## src/hw/rtl/vse_pkg.sv

```systemverilog
// Package: shared types, constants and saturation helper for the skinning engine.
`timescale 1ns / 1ps

package vse_pkg;

   localparam int JOINTS_DEF     = 64;
   localparam int INFLUENCES_DEF = 4;
   localparam int TABLE_SLOTS    = 64;

   localparam int ACC_W  = 50;   // row sums of four Q16.16 products
   localparam int SUM_W  = 35;   // weighted influence sum
   localparam int A_W    = 35;
   localparam int B_W    = 32;
   localparam int PROD_W = A_W + B_W;
   localparam int SAT_W  = 52;

   localparam logic signed [B_W-1:0] ONE_Q16    = 32'sd65536;
   localparam logic signed [B_W-1:0] SCALE_Q16  = 32'sd77332;
   localparam logic signed [SAT_W-1:0] OFFSET_Q16 = 52'sd3277;
   localparam logic signed [PROD_W-1:0] HALF_Q16 = 67'sd32768;

   typedef enum logic [1:0] {
      OP_REMAP = 2'd0,
      OP_POSE  = 2'd1,
      OP_IBIND = 2'd2,
      OP_SKIN  = 2'd3
   } op_type;

   typedef enum logic [1:0] {
      K_Q = 2'd0,   // inverse bind row
      K_T = 2'd1,   // pose row
      K_W = 2'd2,   // weight
      K_S = 2'd3    // output scale
   } kind_type;

   typedef struct packed {
      logic       valid;
      kind_type   kind;
      logic [3:0] elem;   // row in [1:0], column in [3:2]
   } tag_type;

   typedef enum logic [3:0] {
      S_IDLE, S_LOOKUP, S_CHECK, S_QMAC, S_QDRAIN, S_TMAC, S_TDRAIN,
      S_WMUL, S_WDRAIN, S_SCALE, S_SDRAIN, S_OUT
   } state_type;

   function automatic logic signed [31:0] sat32(input logic signed [SAT_W-1:0] v);
      logic signed [SAT_W-1:0] hi;
      logic signed [SAT_W-1:0] lo;
      hi = 52'sd2147483647;
      lo = -52'sd2147483648;
      if (v > hi) begin
         return 32'sh7FFFFFFF;
      end else if (v < lo) begin
         return 32'sh80000000;
      end
      return v[31:0];
   endfunction

endpackage

```

## src/hw/rtl/vse_mul.sv

```systemverilog
// Shared signed multiplier stage with its operation tag.
`timescale 1ns / 1ps

module vse_mul (
   input  logic                                  clock,
   input  logic                                  reset,
   input  logic signed [vse_pkg::A_W-1:0]        op_a,
   input  logic signed [vse_pkg::B_W-1:0]        op_b,
   input  vse_pkg::tag_type                      tag_in,
   output logic signed [vse_pkg::PROD_W-1:0]     prod_ff,
   output vse_pkg::tag_type                      tag_ff
);
   import vse_pkg::*;

   logic signed [PROD_W-1:0] prod_in;

   assign prod_in = op_a * op_b;

   always_ff @(posedge clock) begin
      prod_ff <= prod_in;
      if (reset) begin
         tag_ff <= '0;
      end else begin
         tag_ff <= tag_in;
      end
   end

endmodule

```

## config.mk

```make
export PLATFORM = sky130hd
export DESIGN_NAME = vse_mul
export DESIGN_NICKNAME = d
export VERILOG_FILES = /design/src/hw/rtl/vse_pkg.sv /design/src/hw/rtl/vse_mul.sv
export SDC_FILE = /design/constraint.sdc
export NUM_CORES = 2
export LEC_CHECK = 0
export ABC_AREA = 1
export BUFFER_PORTS_ARGS = -buffer_cell sky130_fd_sc_hd__buf_2
export CAP_MARGIN = 10
export CORE_UTILIZATION = 30
export DETAILED_ROUTE_END_ITERATION = 10
export SKIP_LAST_GASP = 1
export SYNTH_ARGS = -nofsm -noshare
export SYNTH_HDL_FRONTEND = slang
export SYNTH_SLANG_ARGS = --single-unit
```

## constraint.sdc

```tcl
create_clock -name clock -period 10.3 [get_ports clock]
set_clock_uncertainty 0.15 [all_clocks]
set_input_delay 3.09 -clock clock [delete_from_list [all_inputs] [get_ports clock]]
set_output_delay 3.09 -clock clock [all_outputs]
set_load 0.01 [all_outputs]
```

======== Yosys cells after proc, flatten, opt, wreduce, memory -nomap -nowiden ========
Index checks and enable logic that the tools add are counted.
cells by class
  multiply operators ...................... 1
operators with widths
  cell            count
  $mul 35x32->67  1
word-level totals
  logic and storage cells ................. 5
  register bits after elaboration ......... 74
  output and inout port bits .............. 74
  bits of input ports ..................... 76

======== Logic depth before layout (Yosys ltp) ========
  depth in word-level cells ............... 1
  gate-level depth with buffers ........... 33
  mapped depth without buffers ............ 31

======== Worst setup path before layout ========
OpenSTA, ideal clock, no wires.
  path type ............................... input port to flip-flop
  start point ............................. in op_b[7] (netlist bit)
  end point ............................... reg prod_ff[64] (netlist bit)
  path buffers ............................ 2
  library setup time ...................... 112 ps
  arrival ................................. 9,745 ps
  data required time ...................... 10,038 ps
  stages on the path ...................... 26
  setup slack ............................. 293 ps
  cells stage by stage .................... clkbuf_1 > clkbuf_1 > nand2_1 > inv_1 > fa_1 > inv_1 > fa_1 > inv_1 > fa_1 > fa_1 > inv_1 > fa_1 > inv_1 > fa_1 > inv_1 > fa_1 > inv_1 > fa_1 > ha_1 > nand2_2 > nor2_2 > nand2_2 > nor4_1 > nand2_1 > nand3_1 > nand2_1
on the way
  longest elaborated chain between the ends .. 1
ends and longest elaborated chain
  item                    line           text
  start: declaration      vse_mul.sv:8   input logic signed [vse_pkg::B_W-1:0] op_b,
  $mul 35x32->67          vse_mul.sv:17  assign prod_in = op_a * op_b;
  named net prod_in[64]   vse_mul.sv:15  logic signed [PROD_W-1:0] prod_in;
  end signal: assignment  vse_mul.sv:20  prod_ff <= prod_in;
  end: declaration        vse_mul.sv:10  output logic signed [vse_pkg::PROD_W-1:0] prod_ff,
The timed path passes the listed nets, and every way through them passes these cells.
A chain may end at the register's enable or synchronous reset.

======== Worst setup path in the final report ========
  start point ............................. in op_b[9] (netlist bit)
  end point ............................... reg prod_ff[29] (netlist bit)
Same word-level chain as after synthesis.

==> metrics <==
status=finished, violations left; failing checks=design-rule violations; H-tree level count=3; FF+latch count, synth=74; drt drc=12; first-pass GRT wire length=206 mm; minimum clock period=10050 ps; initial core utilization=0.303; CTS Root Cell=clkbuf_16; area added between synthesis and finish=9.63%; syn_area_per_cell=7.83 sq um; final cell count without fillers=7560; cell family with most CP delay=adder cells; FMAX=99.5 MHz; total grt overflow=0; most frequent cells in the layout=inv_1, nand2_1, fa_1; worst slew pin tran=907 ps; crit path kind=input port to flip-flop; num ports=150; Crit path required time=10460 ps; Seq/Total Area, Yosys=0.0340; area leader, netlist=fa_1; Mapped Area=43500 sq um; DR WL/cell=16.9 um; RePlAce Congestion=0.948; TritonCTS buffer count=9; Primary FF master, synth=dfxtp_1; placed cell count=7534; ANT nets after route=0; number of global-route vias before repair=35916; Synth Instances=5556; distinct cell type count after synthesis=33; DR iter-0 viols=2382; largest net degree at the start of global routing=37; EDFF count, synth=0; Critical Path Sink Type=flip-flop; final net count=7080; final period utilization=0.976; Final Hold Vio Count=0; clock buffer depth=2; Top cell by count, worst path=fa_1; hold_buf cts=0; Worst setup SP type=input port; cts repair resizes=0; initial antenna violation count=15; DIE WIDTH=383 um; RSZ-0062 raised after global routing=false; GRT Total Usage=0.181; final WL=128 mm; CTS tree=built; max-slew violation count=0; Critical Path AT=10210 ps; CP cell instances=buf_2 > buf_4 > nand2_1 > fa_1 > fa_1 > fa_1 > fa_1 > inv_1 > fa_1 > fa_1 > fa_1 > fa_1 > ha_1 > nand2_1 > nor2_1 > nand2_1 > nor3_2 > nand2_1 > nand3_2 > xor2_1 > buf_4; post-DP HPWL=114 mm; layout cells sized above 1=0.0689; largest cells by area after synthesis=fa_1, inv_1, nand2_1; core area=144000 sq um; Yosys Warn Count=0; Synthesized Nets=6994; WP buf/inv=4; Crit Path Max Fanout=20; clock slew at reported path FFs=80 ps; via count=33510; Worst Hold Class=input port to flip-flop; total iterations of the first detailed-routing run=9; headroom to the max-slew limit=0.395; slowest CP cell=fa_1; CTS sink count=74; crit-path max cell delay=610 ps; post-synth top area share=0.539; fillers=15141; post-synthesis async set-or-reset flop share=0; via density per instance=4.43; commonest non-fill, non-tap cell in the layout=inv_1; final-report setup violation count=0; Die Area=147000 sq um; Die H=383 um; Post-CTS Setup Inserts=0; Max-Cap Viols=0; Cell Rows=139; buffers added on ports=149
## layout make-up
cell class                      count  area, sq um  share of cell area
Antenna cell                       10         25.0            0.000525
Clock buffer                        9          225             0.00472
Clock inverter                      7         83.8             0.00176
Inverter                         1860         6980               0.146
Multi-Input combinational cell   3390        34200               0.717
Sequential cell                    74         1480              0.0311
Tap cell                         1903         2380              0.0499
Timing Repair Buffer              307         2340              0.0491
## cell families (layout without fill, tap and decap cells)
| group | count (synthesis) | count (layout) | synth area share |
|---|---|---|---|
| other | 0 | 10 | 0 |
| adder cells (fa/ha/maj) | 1362 | 1362 | 0.594 |
| flip-flops | 74 | 74 | 0.0340 |
| AND/OR/NAND/NOR | 1901 | 1901 | 0.173 |
| AO/OA/AOI/OAI | 85 | 85 | 0.0104 |
| XOR/XNOR | 42 | 42 | 0.00845 |
| buffers and inverters | 2092 | 2183 | 0.180 |
## final timing paths
kind	endpoint	slack, ps	start	cells after the start
max	prod_ff[29]	250	op_b[9]	21
min	tag_ff[0]	2760	tag_in[0]	3
## cell usage after synthesis (all sizes together), types with 5 or more instances
library cell	number
fa	1172
o21bai	6
dfxtp	74
nand2	1641
inv	1857
ha	190
o21ai	19
clkbuf	222
nand4	18
nor3	12
buf	10
xor2	35
xnor2	7
nand3	85
a21oi	58
nor2	133
or2	5
## registers in the layout, indices dropped and copies added (netlist names)
name / cells
tag_ff: 7
prod_ff: 67
## metal layers
layer	vias to the layer above	wire length, um	track usage
met5	-	7	0
met4	2	2150	0.0308
met3	133	8020	0.0168
met2	997	63100	0.312
met1	17159	54900	0.249
li1	15219	-	-
## through the flow
| step | hold WS, ps | cell area [sq um] | TNS, ps | setup WS [ps] | util |
|---|---|---|---|---|---|
| 2_1_floorplan | 3010 | 43500 | 0 | 293 | - |
| 3_3_place_gp | 3150 | 47400 | -62.5 | -62.5 | 0.329 |
| 3_5_place_dp | 3150 | 47400 | -24.3 | -24.3 | 0.329 |
| 4_1_cts | 2750 | 47700 | 0 | 316 | 0.332 |
| 5_1_grt | 2760 | 47700 | 0 | 6.51 | 0.332 |
| 6_report | 2760 | 47700 | 0 | 249 | 0.332 |
Power is not shown: default switching activity piles up to over one toggle a cycle in this logic, so the estimate is an artifact.
